==> src/hdl/mbs_pkg.sv <==
`timescale 1ns / 1ps
`default_nettype none
// ----------------------------------------------------------------------------
// mbs_pkg
// types and constants shared by the bounding box and sphere block
// ----------------------------------------------------------------------------
package mbs_pkg;
  localparam int unsigned MaxVerticesDef = 1024;
  localparam int unsigned CoordWidthDef  = 16;

  typedef enum logic [2:0] {
    BK_IDLE,
    BK_READ,
    BK_SCAN,
    BK_ROOT,
    BK_OUT
  } bk_state_t;
endpackage
`default_nettype wire

==> src/hdl/mbs_front.sv <==
`timescale 1ns / 1ps
`default_nettype none
// ----------------------------------------------------------------------------
// mbs_front
// accepts vertices, writes the store, tracks the running box
// ----------------------------------------------------------------------------
module mbs_front import mbs_pkg::*; #(
  parameter int unsigned MAX_VERTICES = MaxVerticesDef,
  parameter int unsigned COORD_WIDTH  = CoordWidthDef,
  localparam int unsigned AW = (MAX_VERTICES > 1) ? $clog2(MAX_VERTICES) : 1,
  localparam int unsigned CW = $clog2(MAX_VERTICES + 1),
  localparam int unsigned JW = 6 * COORD_WIDTH + CW + 1
) (
  input  wire logic                          clk,
  input  wire logic                          rst_n,
  input  wire logic                          in_push,
  output      logic                          in_full,
  input  wire logic signed [COORD_WIDTH-1:0] in_pos_x,
  input  wire logic signed [COORD_WIDTH-1:0] in_pos_y,
  input  wire logic signed [COORD_WIDTH-1:0] in_pos_z,
  input  wire logic                          in_last,
  output      logic                          wr_en,
  output      logic [AW-1:0]                 wr_addr,
  output      logic [3*COORD_WIDTH-1:0]      wr_data,
  output      logic                          job_valid,
  output      logic [JW-1:0]                 job_data,
  input  wire logic                          job_full
);
  logic [CW-1:0] count_r, count_nxt;
  logic          ovf_r, ovf_nxt;
  logic signed [COORD_WIDTH-1:0] mn_r [3];
  logic signed [COORD_WIDTH-1:0] mx_r [3];
  logic signed [COORD_WIDTH-1:0] mn_nxt [3];
  logic signed [COORD_WIDTH-1:0] mx_nxt [3];
  logic signed [COORD_WIDTH-1:0] p [3];
  logic room, acc;

  // every vertex, not only a mesh end, waits while the job queue is full or the store is busy
  assign in_full = job_full;
  assign acc     = in_push && !in_full;
  assign room    = count_r != CW'(MAX_VERTICES);
  assign p[0] = in_pos_x;
  assign p[1] = in_pos_y;
  assign p[2] = in_pos_z;

  assign wr_en   = acc && room;
  assign wr_addr = count_r[AW-1:0];
  assign wr_data = {in_pos_z, in_pos_y, in_pos_x};

  always_comb begin
    count_nxt = count_r;
    ovf_nxt   = ovf_r;
    for (int a = 0; a < 3; a++) begin
      mn_nxt[a] = mn_r[a];
      mx_nxt[a] = mx_r[a];
      if (wr_en && (count_r == '0 || p[a] < mn_r[a])) mn_nxt[a] = p[a];
      if (wr_en && (count_r == '0 || p[a] > mx_r[a])) mx_nxt[a] = p[a];
    end
    if (wr_en) count_nxt = count_r + CW'(1);
    if (acc && !room) ovf_nxt = 1'b1;
    // empty mesh reports a zero box
    if (count_nxt == '0) begin
      for (int a = 0; a < 3; a++) begin
        mn_nxt[a] = '0;
        mx_nxt[a] = '0;
      end
    end
  end

  assign job_valid = acc && in_last;
  assign job_data  = {ovf_nxt, count_nxt, mx_nxt[2], mx_nxt[1], mx_nxt[0],
                      mn_nxt[2], mn_nxt[1], mn_nxt[0]};

  always_ff @(posedge clk) begin
    if (!rst_n) begin
      count_r <= '0;
      ovf_r   <= 1'b0;
    end else if (job_valid) begin
      count_r <= '0;
      ovf_r   <= 1'b0;
    end else begin
      count_r <= count_nxt;
      ovf_r   <= ovf_nxt;
    end
  end

  always_ff @(posedge clk) begin
    for (int a = 0; a < 3; a++) begin
      mn_r[a] <= mn_nxt[a];
      mx_r[a] <= mx_nxt[a];
    end
  end
endmodule
`default_nettype wire

==> config.mk <==
export PLATFORM = sky130hd
export DESIGN_NAME = mbs_front
export DESIGN_NICKNAME = d
export VERILOG_FILES = /design/src/hdl/mbs_pkg.sv /design/src/hdl/mbs_front.sv
export SDC_FILE = /design/constraint.sdc
export NUM_CORES = 1
export LEC_CHECK = 0
export BUFFER_PORTS_ARGS = -buffer_cell sky130_fd_sc_hd__buf_4
export CORE_UTILIZATION = 30
export CTS_BUF_LIST = sky130_fd_sc_hd__clkbuf_16
export CTS_CLUSTER_SIZE = 10
export DETAILED_ROUTE_END_ITERATION = 7
export GPL_ROUTABILITY_DRIVEN = 0
export GPL_TIMING_DRIVEN = 0
export PLACE_DENSITY_LB_ADDON = 0.12
export SYNTH_ARGS = -nofsm -noshare
export SYNTH_HDL_FRONTEND = slang
export SYNTH_SLANG_ARGS = --single-unit
==> constraint.sdc <==
create_clock -name clk -period 7.5 [get_ports clk]
set_clock_uncertainty 0.15 [all_clocks]
set_input_delay 0.75 -clock clk [delete_from_list [all_inputs] [get_ports clk]]
set_output_delay 0.75 -clock clk [all_outputs]
set_load 0.005 [all_outputs]
* After elaboration in Yosys (flattened, before gate mapping)
Memory sizes are Yosys's and may differ from the RTL's.
Index checks and enable logic that the tools add are counted.
** Storage, ports and cells
- Flip-flop bits (word level) :: 12
- Memory bits (writable) :: 96
- Input bits :: 53
- Output and inout bits :: 169
- Memories :: 2
** Cells by class
- Add/sub/neg operators :: 1
- $lt $le $gt $ge :: 6
- Equality and inequality tests :: 1
- Multiplexer cells :: 10
- Bitwise logic cells :: 1
- Reductions and logical operators :: 21
** Memory list
- mn_r :: words 3, bits a word 16, read ports 3, clocked after Yosys merged registers in 0, write ports 3, RTL line mbs_front.sv:31 : logic signed [COORD_WIDTH-1:0] mn_r [3];
- mx_r :: words 3, bits a word 16, read ports 3, clocked after Yosys merged registers in 0, write ports 3, RTL line mbs_front.sv:32 : logic signed [COORD_WIDTH-1:0] mx_r [3];
** Operator list (number)
- $mux W16 :: 6
- $mux W48 :: 2
- $gt A16 B16 Y1 :: 3
- $lt A16 B16 Y1 :: 3
- $logic_not A11 Y1 :: 2
- $add A11 B1 Y11 const B :: 1
- $mux W11 :: 1
- $ne A11 B11 Y1 const B :: 1
- $logic_and A1 B1 Y1 :: 10
- $logic_or A1 B1 Y1 :: 6
- $logic_not A1 Y1 :: 2
- $reduce_or A2 Y1 :: 1
- $mux W1 :: 1
- $not A1 Y1 :: 1

* Depth between registers and ports, before layout
- Word-level depth :: 6
- Mapped depth :: 13
- Depth with buffers taken out :: 10

* Worst setup path before layout
OpenSTA, ideal clock, no wires.
- Path kind :: input to output
- Start point :: input port in_pos_y[13]
- End point :: output port job_data[70]
- Arrival time :: 2.902 ns
- Data required time :: 6.600 ns
- Path slack :: 3.698 ns
- Cell stages on the path :: 8
- Cell sequence :: ha_1 > a21o_1 > a2111oi_0 > o311ai_0 > o31ai_2 > buf_4 > mux2i_1 > nor2_1
** On the way
- Cells in the longest elaborated chain, start to end :: 5
** RTL lines
- start, declared :: RTL line mbs_front.sv:19 : input wire logic signed [COORD_WIDTH-1:0] in_pos_y,
- $gt A16 B16 Y1 :: RTL line mbs_front.sv:57 : if (wr_en && (count_r == '0 || p[a] > mx_r[a])) mx_nxt[a] = p[a];
- $logic_or A1 B1 Y1 :: RTL line mbs_front.sv:57
- $logic_and A1 B1 Y1 :: RTL line mbs_front.sv:57
- $mux W16 :: RTL line mbs_front.sv:57
- $mux W48 :: RTL line mbs_front.sv:62 : if (count_nxt == '0) begin
- end, declared :: RTL line mbs_front.sv:26 : output logic [JW-1:0] job_data,
No other way between the ends.

* Worst setup path in the final report
- Start point :: input port in_pos_x[13]
- End point :: output port job_data[14]
** On the way
- Cells in the longest elaborated chain, start to end :: 5
** RTL lines
- start, declared :: RTL line mbs_front.sv:18 : input wire logic signed [COORD_WIDTH-1:0] in_pos_x,
- $lt A16 B16 Y1 :: RTL line mbs_front.sv:56 : if (wr_en && (count_r == '0 || p[a] < mn_r[a])) mn_nxt[a] = p[a];
- $logic_or A1 B1 Y1 :: RTL line mbs_front.sv:56
- $logic_and A1 B1 Y1 :: RTL line mbs_front.sv:56
- $mux W16 :: RTL line mbs_front.sv:56
- $mux W48 :: RTL line mbs_front.sv:62
No other way between the ends.

==> results.md <==
* Share of the synthesized area in the top cell type at 0.310
* Total global routing overflow at 0
* Setup Fix Bufs, Post-CTS at 0
* Longest Clk Path Bufs at 2
* Max transition margin at 0.403
* Synth Area in Simple Gates at 0.145
* Initial antenna violation count at 0
* Critical Path RT at 6.60 ns
* Root Buffer: clkbuf_16
* Number of global-route vias before repair at 5607
* DP Worst Slack at 2.95 ns
* RSZ-0062 raised after global routing: no
* Clock Pin Slew Worst Setup and Hold Paths at 0.07 ns
* Placement Cell Area at 8980 sq um
* Worst skew pair latency at 0.36 ns
* Cell Area, Synth at 6970 sq um
* Ys flop type: dfxtp_1
* DRC at 0
* Top cell by count, worst path: buf_4
* CP Max Fanout at 10
* Pin count of the biggest net entering global routing at 16
* WL final at 18.9 mm
* Share of cells above drive strength 1 at 0.316
* Number of antenna repair diodes at 0
* Compound-gate portion of the synthesized area at 0.0792
* CTS Hold Buffers Added at 0
* Max-slew violations at 0
* DIE WIDTH at 154 um
* Global-route wire length before repair at 29.8 mm
* Die area at 23800 sq um
* Critical path endpoint category: primary output
* Fin Setup TNS at 0 ns
* Final worst slack at 2.96 ns
* Post-DP HPWL at 15.1 mm
* Sequential Area at 2160 sq um
* Main combinational cell family by area after synthesis: adder cells
* Static leakage at 4.44 nW
* DR vias at 5802
* Most common cell in the synthesized netlist: dfxtp_1
* Final Cycle Share at 0.606
* Synth Area in XOR/XNOR at 0.0163
* Max incr delay on CP at 0.58 ns
* Post-Synth Adder-Cell Area at 0.171
* Hold_sp: mn_r[0][19]
* Worst-case hold path end point: mn_r[0][19]
* Core area at 22700 sq um
* Post-synthesis average cell area at 8.87 sq um
* Initial Util at 0.307
* Reg2reg end: mn_r[0][14]
* Tmin final at 4.54 ns
* 1st-iter DRT viols at 145
* Min-delay worst type: register to register
* Startpoint types: primary input
* Row cnt at 55
* Post-synth EDFFs at 0
* Outcome: complete, no violations
* Top post-synthesis cells by count: 108 x dfxtp_1, 106 x nor2_1, 103 x inv_1
* Launching point of the worst reg2reg path: mn_r[0][13]
* Number of vias per cell at 4.44
* Gates resized, CTS repair at 0
* Io pins at 222
* Worst Path Arrival at 3.64 ns
* Die height at 154 um
* Wire per inst at 14.5 um
* Layout area overhead at 32.9%
* FF+latch count, synth at 108
* Synth Net Count at 934
* Fillcell total at 2328
* Async S/R FF share, synth at 0
* Worst-path cell chain: buf_4 > ha_1 > a21o_1 > a2111oi_0 > nor2b_1 > o211ai_1 > a21oi_2 > buf_2 > mux2i_1 > nor2_1 > buf_4
* NumNets Final at 1166
* CP max stage cell: a2111oi_0
* P per Cell Area at 158 nW/um^2
* Multi-input logic area at 3830 sq um
* Critical path class: primary input to primary output
* Input/output buffers at 221
* FF-to-FF path depth at 10
* Worst path bufs/invs at 3
* WP depth at 11
* All-Layer GR Usage at 0.160
* H-tree depth at 3
* Yosys cell types at 48
* TritonRoute pass-1 iters at 4
* Worst-Margin Slew at 0.892 ns
* Synth warn at 0
* Crit-path leading delay family: compound AO/OA/AOI/OAI gates
* Reg2Reg Setup Slack at 4.27 ns
* # setup viols final at 0
* Cell taking the most area after synthesis: dfxtp_1
* Final hold vios at 0
* Ranking of synthesized cells by area: dfxtp_1 31%, ha_1 17%, mux2i_1 14%
* CTS Buf Count at 9
* CTS tree: done
* Mux share of post-synthesis cell area at 0.138
* Final ANT Viol Nets at 0
* Fmax at 220 MHz
* Register area share after synthesis at 0.310
* Hold path depth at 2
* Synthesized instance count at 786
* Max-cap violations at 0
* Final Cell Area at 9260 sq um
* CTS sink count at 108
* VDD IR-drop max at 0.105 mV
-- worst register-to-register path: cells and delay by family, from the launching register on --
family	cells	cell delay, ns
and+or+nand+nor	2	0.27
adders and majority gates	1	0.28
AOI/OAI and AO/OA	4	1.38
DFF	1	0.33
muxes	1	0.23
buffers and inverters	2	0.47
-- kinds of logic after synthesis --
| kind of cell | count (synthesis) |
|---|---|
| AOI/OAI and AO/OA | 84 |
| and+or+nand+nor | 203 |
| muxes | 96 |
| xor gates and xnor gates | 13 |
| adders and majority gates | 95 |
| DFF | 108 |
| buffers and inverters | 187 |
-- routing by layer --
layer | track usage | share of wire | up-vias | wire (um)
met2 | 0.267 | 0.46 | 129 | 8720
met3 | 0.0403 | 0.054 | 11 | 1020
met4 | 0.0410 | 0.012 | 0 | 223
met5 | 0 | 0 | - | 0
met1 | 0.205 | 0.47 | 2587 | 8970
li1 | - | - | 3075 | -
-- flip-flops by register name, summed over array words and instances, names as in the netlist --
signal   flops
mx_r        48
mn_r        48
ovf_r        1
count_r     11
-- metrics by stage --
step	std cells	utilization	hold WS, ns	power [mW]
CTS	1306	0.408	0.389	1.50
detailed placement	1292	0.396	0.374	1.01
finish	1306	0.408	0.388	1.47
global placement	1292	0.396	0.374	1.01
floorplan	786	-	0.366	0.845
global route	1306	0.408	0.416	1.56
-- worst max-delay path by stage --
stage / start / to / slack, ns
after floorplan: in_pos_y[13] / job_data[70] / 3.70
final: in_pos_x[13] / job_data[14] / 2.96
after global routing: in_pos_x[13] / job_data[8] / 2.78
after global placement: in_pos_x[13] / job_data[10] / 2.96
after detailed placement: in_pos_x[13] / job_data[10] / 2.95
after CTS: in_pos_x[13] / job_data[10] / 2.94
-- report_power, final --
part	internal [mW]	switching (mW)	total, mW
clock network	0.252	0.219	0.472
logic	0.187	0.192	0.379
registers	0.601	0.0135	0.615
-- layout by cell type (no fill, tap or decap), drive strengths merged, types with 7 or more instances in the layout --
master,count
buf,302
dfxtp,108
inv,107
nor2,106
mux2i,96
ha,95
a21oi,27
nor2b,20
o21ai,17
nand2,16
nand4,13
a21o,11
nand3,11
clkbuf,11
nor3,7
xnor2,7
nor4,7
-- final cells by class --
class,instances,share of cell area
plain buffers,83,0.0637
clock buffers,9,0.0243
clock inverters,5,0.00527
inverters,104,0.0422
multi-input cells,491,0.413
flip-flops and latches,108,0.234
well taps,285,0.0385
repair buffers,221,0.179
No activity file was read; power rests on OpenSTA's default activity.
